$ cat src/rtl/carp_pkg.sv
// ----------------------------------------------------------------------------
// carp_pkg - shared types, constants and tables of the chord arpeggiator
// Scale and voicing tables, register and order codes, the note fold and the
// DAC code table.
// ----------------------------------------------------------------------------
`timescale 1ns / 1ps

package carp_pkg;

	localparam int NOTE_TOP  = 60;
	localparam int OCT_SEMIS = 12;
	localparam int DAC_MAX   = 4095;

	localparam int SCALE_LAST = 6;
	localparam int VOICE_LAST = 14;
	localparam int DIV_LAST   = 4;

	// Register indexes on the write port
	typedef enum logic [2:0] {
		REG_TONIC   = 3'd0,
		REG_SCALE   = 3'd1,
		REG_VOICING = 3'd2,
		REG_ORDER   = 3'd3,
		REG_OCTAVE  = 3'd4,
		REG_DIVIDE  = 3'd5
	} cfg_reg_t;

	// Traversal orders; every other code plays as up
	localparam logic [2:0] ORD_UP         = 3'd0;
	localparam logic [2:0] ORD_DOWN       = 3'd1;
	localparam logic [2:0] ORD_UPDOWN_INC = 3'd2;
	localparam logic [2:0] ORD_UPDOWN_EXC = 3'd3;

	typedef logic [3:0] scale_row_t [7];
	typedef scale_row_t scale_tab_t [7];

	localparam scale_tab_t SCALE_TAB = '{
		'{4'd0, 4'd2, 4'd4, 4'd5, 4'd7, 4'd9, 4'd11},
		'{4'd0, 4'd2, 4'd3, 4'd5, 4'd7, 4'd8, 4'd10},
		'{4'd0, 4'd2, 4'd3, 4'd5, 4'd7, 4'd9, 4'd10},
		'{4'd0, 4'd1, 4'd3, 4'd5, 4'd7, 4'd9, 4'd10},
		'{4'd0, 4'd2, 4'd4, 4'd6, 4'd7, 4'd9, 4'd11},
		'{4'd0, 4'd2, 4'd4, 4'd5, 4'd7, 4'd9, 4'd10},
		'{4'd0, 4'd1, 4'd3, 4'd5, 4'd6, 4'd8, 4'd10}
	};

	typedef logic [2:0] voice_len_tab_t [15];

	localparam voice_len_tab_t VOICE_LEN = '{
		3'd3, 3'd4, 3'd4, 3'd5, 3'd5, 3'd6, 3'd7, 3'd4,
		3'd3, 3'd3, 3'd6, 3'd2, 3'd3, 3'd3, 3'd3
	};

	// Voicing degrees split into scale index (degree-1 mod 7) and octave
	typedef logic [2:0] idx_row_t [7];
	typedef idx_row_t idx_tab_t [15];
	typedef logic [1:0] oct_row_t [7];
	typedef oct_row_t oct_tab_t [15];

	localparam idx_tab_t VOICE_IDX = '{
		'{3'd0, 3'd2, 3'd4, 3'd0, 3'd0, 3'd0, 3'd0},
		'{3'd0, 3'd2, 3'd4, 3'd0, 3'd0, 3'd0, 3'd0},
		'{3'd0, 3'd2, 3'd4, 3'd6, 3'd0, 3'd0, 3'd0},
		'{3'd0, 3'd2, 3'd4, 3'd6, 3'd0, 3'd0, 3'd0},
		'{3'd0, 3'd2, 3'd4, 3'd6, 3'd1, 3'd0, 3'd0},
		'{3'd0, 3'd2, 3'd4, 3'd6, 3'd1, 3'd3, 3'd0},
		'{3'd0, 3'd2, 3'd4, 3'd6, 3'd1, 3'd3, 3'd5},
		'{3'd0, 3'd2, 3'd4, 3'd5, 3'd0, 3'd0, 3'd0},
		'{3'd0, 3'd1, 3'd4, 3'd0, 3'd0, 3'd0, 3'd0},
		'{3'd0, 3'd3, 3'd4, 3'd0, 3'd0, 3'd0, 3'd0},
		'{3'd0, 3'd4, 3'd1, 3'd2, 3'd6, 3'd3, 3'd0},
		'{3'd0, 3'd4, 3'd0, 3'd0, 3'd0, 3'd0, 3'd0},
		'{3'd0, 3'd4, 3'd0, 3'd0, 3'd0, 3'd0, 3'd0},
		'{3'd0, 3'd6, 3'd2, 3'd0, 3'd0, 3'd0, 3'd0},
		'{3'd0, 3'd2, 3'd6, 3'd0, 3'd0, 3'd0, 3'd0}
	};

	localparam oct_tab_t VOICE_OCT = '{
		'{2'd0, 2'd0, 2'd0, 2'd0, 2'd0, 2'd0, 2'd0},
		'{2'd0, 2'd0, 2'd0, 2'd1, 2'd0, 2'd0, 2'd0},
		'{2'd0, 2'd0, 2'd0, 2'd0, 2'd0, 2'd0, 2'd0},
		'{2'd0, 2'd0, 2'd0, 2'd0, 2'd1, 2'd0, 2'd0},
		'{2'd0, 2'd0, 2'd0, 2'd0, 2'd1, 2'd0, 2'd0},
		'{2'd0, 2'd0, 2'd0, 2'd0, 2'd1, 2'd1, 2'd0},
		'{2'd0, 2'd0, 2'd0, 2'd0, 2'd1, 2'd1, 2'd1},
		'{2'd0, 2'd0, 2'd0, 2'd0, 2'd0, 2'd0, 2'd0},
		'{2'd0, 2'd0, 2'd0, 2'd0, 2'd0, 2'd0, 2'd0},
		'{2'd0, 2'd0, 2'd0, 2'd0, 2'd0, 2'd0, 2'd0},
		'{2'd0, 2'd0, 2'd1, 2'd1, 2'd1, 2'd2, 2'd0},
		'{2'd0, 2'd0, 2'd0, 2'd0, 2'd0, 2'd0, 2'd0},
		'{2'd0, 2'd0, 2'd1, 2'd0, 2'd0, 2'd0, 2'd0},
		'{2'd0, 2'd0, 2'd1, 2'd0, 2'd0, 2'd0, 2'd0},
		'{2'd0, 2'd1, 2'd1, 2'd0, 2'd0, 2'd0, 2'd0}
	};

	// Fold a raw note down by octaves until it is at most NOTE_TOP.
	// Count the thresholds it passes, then take that many octaves off.
	function automatic logic [5:0] fold_note(input logic [7:0] raw);
		logic [2:0] k;
		logic [7:0] r;
		k = '0;
		for (int j = 0; j < 7; j++) begin
			if (raw > 8'(NOTE_TOP + OCT_SEMIS * j))
				k = k + 3'd1;
		end
		r = raw - 8'(k) * 8'(OCT_SEMIS);
		return r[5:0];
	endfunction

	// DAC code per semitone: round(semi*4096/60), saturated
	typedef logic [11:0] dac_tab_t [64];

	function automatic dac_tab_t build_dac_tab();
		dac_tab_t t;
		int code;
		for (int i = 0; i < 64; i++) begin
			code = (i * 2048 + 15) / 30;
			if (code > DAC_MAX)
				code = DAC_MAX;
			t[i] = 12'(code);
		end
		return t;
	endfunction

	localparam dac_tab_t DAC_TAB = build_dac_tab();

endpackage

$ cat src/rtl/chord_arpeggiator_step.sv
// ----------------------------------------------------------------------------
// chord_arpeggiator_step - clock-divided chord arpeggiator step
// Divides incoming clock pulses, walks the chord notes in the selected order
// and reports step, semitone and DAC code for every tick word.
//
//   channel   dir   handshake           payload
//   in        in    in_valid/in_stall   pulse
//   out       out   out_valid/out_stall fire, step_index, semitone, dac_code
//   config    in    wr_en               wr_index, wr_data
//
// One word per cycle sustained while not stalled; a word lands in the input
// register at the edge that takes it and shows on the output from the result
// register. The path between them is the traversal step, the voicing/scale
// lookup, the octave fold and the DAC table. Reset clears registers, counters
// and both valid flags. A stall on the output holds the result register and
// the input register behind it; in_stall rises only when both are full.
// ----------------------------------------------------------------------------
`timescale 1ns / 1ps

module chord_arpeggiator_step
	import carp_pkg::*;
(
	input  logic        clk,
	input  logic        arst_n,
	// tick words
	input  logic        in_valid,
	output logic        in_stall,
	input  logic        pulse,
	// result words
	output logic        out_valid,
	input  logic        out_stall,
	output logic        fire,
	output logic [2:0]  step_index,
	output logic [5:0]  semitone,
	output logic [11:0] dac_code,
	// register writes
	input  logic        wr_en,
	input  logic [2:0]  wr_index,
	input  logic [3:0]  wr_data
);

	// Configuration registers
	logic [3:0] tonic_q;
	logic [2:0] scale_q;
	logic [3:0] voicing_q;
	logic [2:0] order_q;
	logic [2:0] octave_q;
	logic [2:0] divide_q;

	// Arpeggiator state
	logic [3:0] pulse_cnt_q;
	logic [3:0] seq_pos_q;
	logic [2:0] step_q;

	// Input register
	logic valid_s1;
	logic pulse_s1;

	// Result register
	logic        out_valid_q;
	logic        fire_q;
	logic [2:0]  step_out_q;
	logic [5:0]  semi_q;
	logic [11:0] dac_q;

	logic advance;
	logic take;
	logic work;

	// Next-state and result values for the word in the input register
	logic        fire_nx;
	logic [3:0]  pulse_cnt_nx;
	logic [3:0]  seq_pos_nx;
	logic [2:0]  step_nx;
	logic [5:0]  semi_nx;
	logic [11:0] dac_nx;

	// The result register can load when it is empty or being emptied
	assign advance  = !(out_valid_q && out_stall);
	assign in_stall = valid_s1 && !advance;
	assign take     = in_valid && !in_stall;
	assign work     = valid_s1 && advance;

	always_comb begin
		logic [2:0] div_sel;
		logic [4:0] cnt;
		logic [4:0] div;
		logic [3:0] voice;
		logic [2:0] scale;
		logic [2:0] n;
		logic [3:0] len;
		logic [3:0] p;
		logic [3:0] elem;
		logic [3:0] p_inc;
		logic [2:0] slot;
		logic [2:0] ix;
		logic [1:0] oc;
		logic [3:0] oct_sum;
		logic [7:0] raw;

		voice = (voicing_q > 4'(VOICE_LAST)) ? 4'(VOICE_LAST) : voicing_q;
		scale = (scale_q > 3'(SCALE_LAST)) ? 3'(SCALE_LAST) : scale_q;
		n     = VOICE_LEN[voice];

		// Traversal length for the chosen order
		case (order_q)
			ORD_UPDOWN_INC: len = {n, 1'b0} - 4'd1;
			ORD_UPDOWN_EXC: len = {n, 1'b0} - 4'd2;
			default:        len = {1'b0, n};
		endcase

		p = (seq_pos_q >= len) ? 4'd0 : seq_pos_q;

		// Chord index at this position
		case (order_q)
			ORD_DOWN:       elem = {1'b0, n} - 4'd1 - p;
			ORD_UPDOWN_INC: elem = (p < {1'b0, n}) ? p : {n, 1'b0} - 4'd1 - p;
			ORD_UPDOWN_EXC: elem = (p < {1'b0, n}) ? p : {n, 1'b0} - 4'd2 - p;
			default:        elem = p;
		endcase

		p_inc = p + 4'd1;
		if (p_inc >= len)
			p_inc = 4'd0;

		// Divide pulses; ratio codes above four saturate at a ratio of sixteen
		div_sel = (divide_q > 3'(DIV_LAST)) ? 3'(DIV_LAST) : divide_q;
		div     = 5'd1 << div_sel;
		cnt     = {1'b0, pulse_cnt_q} + 5'd1;

		fire_nx      = 1'b0;
		pulse_cnt_nx = pulse_cnt_q;
		seq_pos_nx   = seq_pos_q;
		step_nx      = step_q;
		if (pulse_s1) begin
			if (cnt >= div) begin
				fire_nx      = 1'b1;
				step_nx      = elem[2:0];
				seq_pos_nx   = p_inc;
				pulse_cnt_nx = 4'd0;
			end else begin
				pulse_cnt_nx = cnt[3:0];
			end
		end

		// Note of the step now sounding; a stale step plays the top chord note
		slot    = (step_nx >= n) ? n - 3'd1 : step_nx;
		ix      = VOICE_IDX[voice][slot];
		oc      = VOICE_OCT[voice][slot];
		oct_sum = {2'b00, oc} + {1'b0, octave_q};
		raw     = {4'b0000, SCALE_TAB[scale][ix]} + 8'(oct_sum) * 8'(OCT_SEMIS)
			+ {4'b0000, tonic_q};
		semi_nx = fold_note(raw);
		dac_nx  = DAC_TAB[semi_nx];
	end

	// Configuration registers and arpeggiator state
	always_ff @(posedge clk or negedge arst_n) begin
		if (!arst_n) begin
			tonic_q     <= '0;
			scale_q     <= '0;
			voicing_q   <= '0;
			order_q     <= '0;
			octave_q    <= '0;
			divide_q    <= '0;
			pulse_cnt_q <= '0;
			seq_pos_q   <= '0;
			step_q      <= '0;
		end else begin
			if (work) begin
				pulse_cnt_q <= pulse_cnt_nx;
				seq_pos_q   <= seq_pos_nx;
				step_q      <= step_nx;
			end
			// Any write to a known register restarts the traversal
			if (wr_en) begin
				unique case (wr_index)
					REG_TONIC: begin
						tonic_q   <= wr_data;
						seq_pos_q <= '0;
					end
					REG_SCALE: begin
						scale_q   <= wr_data[2:0];
						seq_pos_q <= '0;
					end
					REG_VOICING: begin
						voicing_q <= wr_data;
						seq_pos_q <= '0;
					end
					REG_ORDER: begin
						order_q   <= wr_data[2:0];
						seq_pos_q <= '0;
					end
					REG_OCTAVE: begin
						octave_q  <= wr_data[2:0];
						seq_pos_q <= '0;
					end
					REG_DIVIDE: begin
						divide_q  <= wr_data[2:0];
						seq_pos_q <= '0;
					end
					default: begin
					end
				endcase
			end
		end
	end

	// Input register: load on accept, drain into the result register
	always_ff @(posedge clk or negedge arst_n) begin
		if (!arst_n) begin
			valid_s1 <= 1'b0;
		end else if (advance) begin
			valid_s1 <= take;
		end else if (take) begin
			valid_s1 <= 1'b1;
		end
	end

	always_ff @(posedge clk) begin
		if (take)
			pulse_s1 <= pulse;
	end

	// Result register: hold while stalled
	always_ff @(posedge clk or negedge arst_n) begin
		if (!arst_n) begin
			out_valid_q <= 1'b0;
		end else if (advance) begin
			out_valid_q <= valid_s1;
		end
	end

	always_ff @(posedge clk) begin
		if (work) begin
			fire_q     <= fire_nx;
			step_out_q <= step_nx;
			semi_q     <= semi_nx;
			dac_q      <= dac_nx;
		end
	end

	assign out_valid  = out_valid_q;
	assign fire       = fire_q;
	assign step_index = step_out_q;
	assign semitone   = semi_q;
	assign dac_code   = dac_q;

	// Traversal position stays inside the longest traversal
	a_seq_pos_bound: assert property (@(posedge clk) disable iff (!arst_n)
		seq_pos_q <= 4'd12)
		else $error("sequence position beyond longest traversal");

	// Stepped-to chord index never exceeds the largest chord
	a_step_bound: assert property (@(posedge clk) disable iff (!arst_n)
		step_q <= 3'd6)
		else $error("chord step beyond largest chord");

	// Reported note stays folded, and at the top of range its code is saturated
	a_semi_fold: assert property (@(posedge clk) disable iff (!arst_n)
		out_valid_q |-> (semi_q <= 6'(NOTE_TOP)) &&
			((semi_q != 6'(NOTE_TOP)) || (dac_q == 12'(DAC_MAX))))
		else $error("semitone out of range or top code not saturated");

	// A word waiting behind a stalled result is not dropped
	a_s1_hold: assert property (@(posedge clk) disable iff (!arst_n)
		valid_s1 && out_valid_q && out_stall |=> valid_s1 && out_valid_q)
		else $error("word lost under output stall");

endmodule
$ cat config.mk
export PLATFORM = sky130hd
export DESIGN_NAME = chord_arpeggiator_step
export DESIGN_NICKNAME = d
export VERILOG_FILES = /design/src/rtl/carp_pkg.sv /design/src/rtl/chord_arpeggiator_step.sv
export SDC_FILE = /design/constraint.sdc
export NUM_CORES = 1
export LEC_CHECK = 0
export BUFFER_PORTS_ARGS = -buffer_cell sky130_fd_sc_hd__buf_4
export CAP_MARGIN = 40
export CELL_PAD_IN_SITES_DETAIL_PLACEMENT = 1
export CELL_PAD_IN_SITES_GLOBAL_PLACEMENT = 1
export CORE_UTILIZATION = 50
export CTS_CLUSTER_DIAMETER = 40
export DETAILED_ROUTE_END_ITERATION = 6
export GPL_TIMING_DRIVEN = 1
export PLACE_DENSITY = 0.84
export SLEW_MARGIN = 0
export SYNTH_ARGS = -nofsm -noshare
export SYNTH_HDL_FRONTEND = slang
export SYNTH_SLANG_ARGS = --single-unit
$ cat constraint.sdc
create_clock -name clk -period 44.7 [get_ports clk]
set_input_delay 8.94 -clock clk [delete_from_list [all_inputs] [get_ports clk]]
set_output_delay 8.94 -clock clk [all_outputs]
set_load 0.01 [all_outputs]
---- Word level (Yosys, flattened, before mapping) ----
Memories as Yosys holds them, arrays and structs flattened. A register that Yosys moved wholly into a read port is not among the register bits.
Cells that the tools add are included.
storage, ports and cells
  bits in registers ....................... 44
  bits in read-only memories .............. 1600
  input port bits ......................... 13
  output and inout port bits .............. 24
  word-level logic and storage cells ...... 135
  memories kept ........................... 5
operators by class
  add/subtract/negate cells ............... 19
  multipliers ............................. 2
  $lt $le $gt $ge ......................... 19
  eq/ne operators ......................... 9
  shift-type cells ........................ 1
  mux-type cells .......................... 45
  bitwise logic cells ..................... 5
  reductions and logical operators ........ 15
memory list
  name             depth  width  rd ports  clocked after Yosys merged registers in  write ports  RTL line                       text
  (no name shown)  64     12     1         1                                        0            chord_arpeggiator_step.sv:154  dac_nx = DAC_TAB[semi_nx];
  (no name shown)  16     21     1         0                                        0            chord_arpeggiator_step.sv:148  ix = VOICE_IDX[voice][slot];
  (no name shown)  8      28     1         0                                        0            chord_arpeggiator_step.sv:151  raw = {4'b0000, SCALE_TAB[scale][ix]} + 8'(oct_sum) * 8'(OCT_SEMIS)
  (no name shown)  16     14     1         0                                        0            chord_arpeggiator_step.sv:149  oc = VOICE_OCT[voice][slot];
  (no name shown)  16     3      1         0                                        0            chord_arpeggiator_step.sv:103  n = VOICE_LEN[voice];
operators with widths
  cell                                                      number
  two-way mux 28 bit                                        2
  two-way mux 3 bit                                         17
  two-way mux 4 bit                                         11
  two-way mux 21 bit                                        2
  > comparator 8 x 7 -> 1 bit, second input constant        5
  two-way mux 14 bit                                        2
  adder 3 x 1 -> 3 bit, second input constant               6
  AND reduction 2 bit                                       7
  binary-select mux 4 bit (select 3 bit)                    1
  equality test 3 x 2 -> 1 bit, second input constant       4
  greater-or-equal comparator 4 bit, second input constant  3
  NOT 3 -> 4 bit                                            3
  binary-select mux 3 bit (select 3 bit)                    1
  case mux 3 bit (3 select lines)                           1
  subtractor 3 bit                                          3
  adder 4 x 8 -> 8 bit                                      1
  adder 8 x 4 -> 8 bit                                      1
  greater-or-equal comparator 4 bit                         2
  > comparator 8 x 6 -> 1 bit, second input constant        1
  > comparator 8 bit, second input constant                 1
  case mux 4 bit (2 select lines)                           1
  NOT 6 -> 7 bit                                            1
  binary-select mux 2 bit (select 3 bit)                    1
  equality test 3 x 1 -> 1 bit, second input constant       2
  25 further kinds                                          36

---- Depth between registers and ports, before layout ----
  depth after elaboration ................. 44
  gate-level depth with buffers ........... 75
  depth with buffers taken out ............ 71

---- Worst setup path before layout ----
Ideal clock, no wire load.
  path type ............................... input to output
  from .................................... in out_stall
  to ...................................... out in_stall
  data arrival time ....................... 9116 ps
  data required time ...................... 35760 ps
  path slack .............................. 26644 ps
  stages .................................. 2
  path buffers ............................ 0
  path through ............................ nand3_1 -> inv_1
on the way
  cells in the longest elaborated chain, start to end .. 2
ends and longest elaborated chain
  element            RTL line                      text
  start, declared    chord_arpeggiator_step.sv:31  input logic out_stall,
  logical AND 1 bit  chord_arpeggiator_step.sv:79  assign advance = !(out_valid_q && out_stall);
  logical AND 1 bit  chord_arpeggiator_step.sv:80  assign in_stall = valid_s1 && !advance;
  end, declared      chord_arpeggiator_step.sv:27  output logic in_stall,
Every way passes these cells.

---- Worst setup path after layout ----
Ends and elaborated chain as after synthesis.

==> metrics.cfg <==
[run_status]
outcome = complete, no violations

[worst_setup_path]
cp_num_cells = 4
r2r_end = dac_code[2]$_DFFE_PP_
rr_worst_depth = 68
critPathBufInv = 3
startpoint_type = input pin
reg2reg_slack_ns = 27.87
cp_data_arrival_time_ns = 9.32
endpoint_kind = output pin
cpMostUsedCell = buf_4
critPathRequiredTime_ns = 35.76
slowest_delay_ns = 0.13
worstPathCellList = buf_4, nand3_1, inv_1, buf_4
r2r_start = voicing_q[2]$_DFFE_PN0P_
crit_path_top_delay_cell = buf_4
crit_family = buffers and inverters
criticalPathCategory = in2out
worstPathMaxFanout = 3

[clocking]
cts_buffer_depth = 2
clk_latency_ns = 0.32
cts_made_buffers = 5
htreeDepth = 2
postCtsSetupBuffers = 0
cts.repair.resized = 0
ctsHoldBuffers = 0
clk_pin_slew_ns = 0.10
tritoncts = done
clkSinkCount = 53
cts_root_buf = clkbuf_8

[sta]
timing.slew.headroom_pct = 41.0
finalHoldViolCount = 0
fin_setup_tns_ns = 0
period_needed_ns = 18.26
period_share_pct = 40.9
worst_pin_slew_ns = 0.885
setup_violations = 0
grt_setup_unrepaired = false
skew_ns = 0.00878
drv_slew = 0
fmax_mhz = 54.8
hold_ws_ns = 0.500

[drt]
wirelength_um = 13900
drc_errors = 0
drt_pass1_iterations = 4
drtAntennaViolNets = 0
vias = 4706
wl_per_cell_um = 17.9
drt-initial-drc-count = 140
detail_route.vias_per_cell = 6.05

[hold_path]
hold_path_end = step_q[2]$_DFFE_PN0P_
hold_start = step_q[2]$_DFFE_PN0P_
hold_depth = 1
hold_class = reg2reg

[floorplanning]
io_pins = 37
die_width_um = 107
die_h_um = 107
start_util_pct = 52.3
core_area_um2 = 10500
num_rows = 37
die_area_um2 = 11400

[yosys]
synth_ff_type = dfrtp_1
synthCells = 622
syn-num-nets = 703
synth-edff-count = 20
yosys.area.top_type_share_pct = 15.1
yosys_warnings = 0
synthDistinctLibCells = 86
seq_area_frac_synth_pct = 26.1
synth_area_leader_cell = dfrtp_1
netlist_area_um2 = 5470
avgSynthCellArea_um2 = 8.79
synthTopCellsByCount = ha_1, nand2_1, a21oi_1
ys_top_cells_by_area = dfrtp_1, ha_1, edfxtp_1
synth-async-reset-ratio_pct = 62.3
synth-seq-cells = 53
yosysMostFrequentCell = ha_1

[layout]
syn_to_final_growth_pct = 7.62
antenna_cells = 0
final_core_util_pct = 56.3
nets = 722
fillers = 1281
drive_above_1_share_pct = 15.4

[global_route]
grt_pass1_vias = 4718
grt_max_degree = 34
grt_pass1_wl_um = 23100
grtUsageTotal_pct = 25.2
overflow = 0
antenna_found_initial = 0

[place]
dp_hpwl_um = 10600
io_buffers = 36
gp_congestion = 0.859

[job]
cap_violations = 0

==> routing by layer <==
layer / routed length (um) / global-route usage [%] / part of all wire, % / vias to the layer above
met4: 120 / 4.31 / 0.86 / 0
met2: 6680 / 42.8 / 48 / 78
met3: 362 / 2.37 / 2.6 / 11
met5: 0 / 0 / 0 / -
li1: - / - / - / 2297
met1: 6750 / 35.2 / 49 / 2320
==> flip-flops by register name, summed over array words and instances, names as in the netlist, 4 cells and up <==
signal and count:
seq_pos_q 4, voicing_q 4, tonic_q 4, pulse_cnt_q 4, semitone 6, dac_code 9
==> through the flow <==
step,std cells,worst slack (ns),instance area [um^2]
final,778,26.44,5890
after global placement,769,26.45,5800
after floorplan,622,26.64,5470
after CTS,777,26.43,5880
after global routing,778,26.40,5890
after detailed placement,769,26.43,5800
==> placed cells by master (no fill, tap or decap), types with 10 or more instances in the layout <==
| cell type | netlist | final |
|---|---|---|
| a21oi_1 | 46 | 46 |
| xnor2_1 | 13 | 13 |
| buf_4 | 4 | 38 |
| edfxtp_1 | 20 | 20 |
| nand2_1 | 53 | 53 |
| nor3_1 | 15 | 15 |
| o21ai_0 | 39 | 39 |
| ha_1 | 60 | 60 |
| mux2_2 | 20 | 20 |
| dfrtp_1 | 33 | 33 |
| inv_1 | 43 | 43 |
| nand3_1 | 19 | 19 |
| nand2b_1 | 13 | 13 |
| a21o_1 | 13 | 13 |
| nor2_1 | 41 | 41 |
| xor2_1 | 10 | 10 |
==> cell type report <==
type                       instances  area, um^2  area share, %
clock inverter                     2        13.8          0.234
multi-input combinational        498        3750           63.7
timing repair buffer              39         290           4.93
tap                              136         170           2.89
sequential                        53        1430           24.2
clock buffer                       6        72.6           1.23
inverter                          44         165           2.81
==> logic make-up after synthesis <==
| kind of cell | share of synthesized area (%) |
|---|---|
| AND/OR/NAND/NOR | 18.6 |
| AO/OA/AOI/OAI | 22.9 |
| buffers and inverters | 5.40 |
| adder cells (fa/ha/maj) | 16.8 |
| flip-flops | 26.1 |
| multiplexers | 5.63 |
| XOR/XNOR | 4.57 |
==> worst max path at each step <==
| stage | startpoint | to | slack (ns) |
|---|---|---|---|
| global route | out_stall | in_stall | 26.40 |
| global placement | out_stall | in_stall | 26.45 |
| detailed placement | out_stall | in_stall | 26.43 |
| finish | out_stall | in_stall | 26.44 |
| CTS | out_stall | in_stall | 26.43 |
| floorplan | out_stall | in_stall | 26.64 |
Power is left out: the tool's default activity adds up to more than one toggle a clock period on the data nets, which glitch-free logic cannot reach.
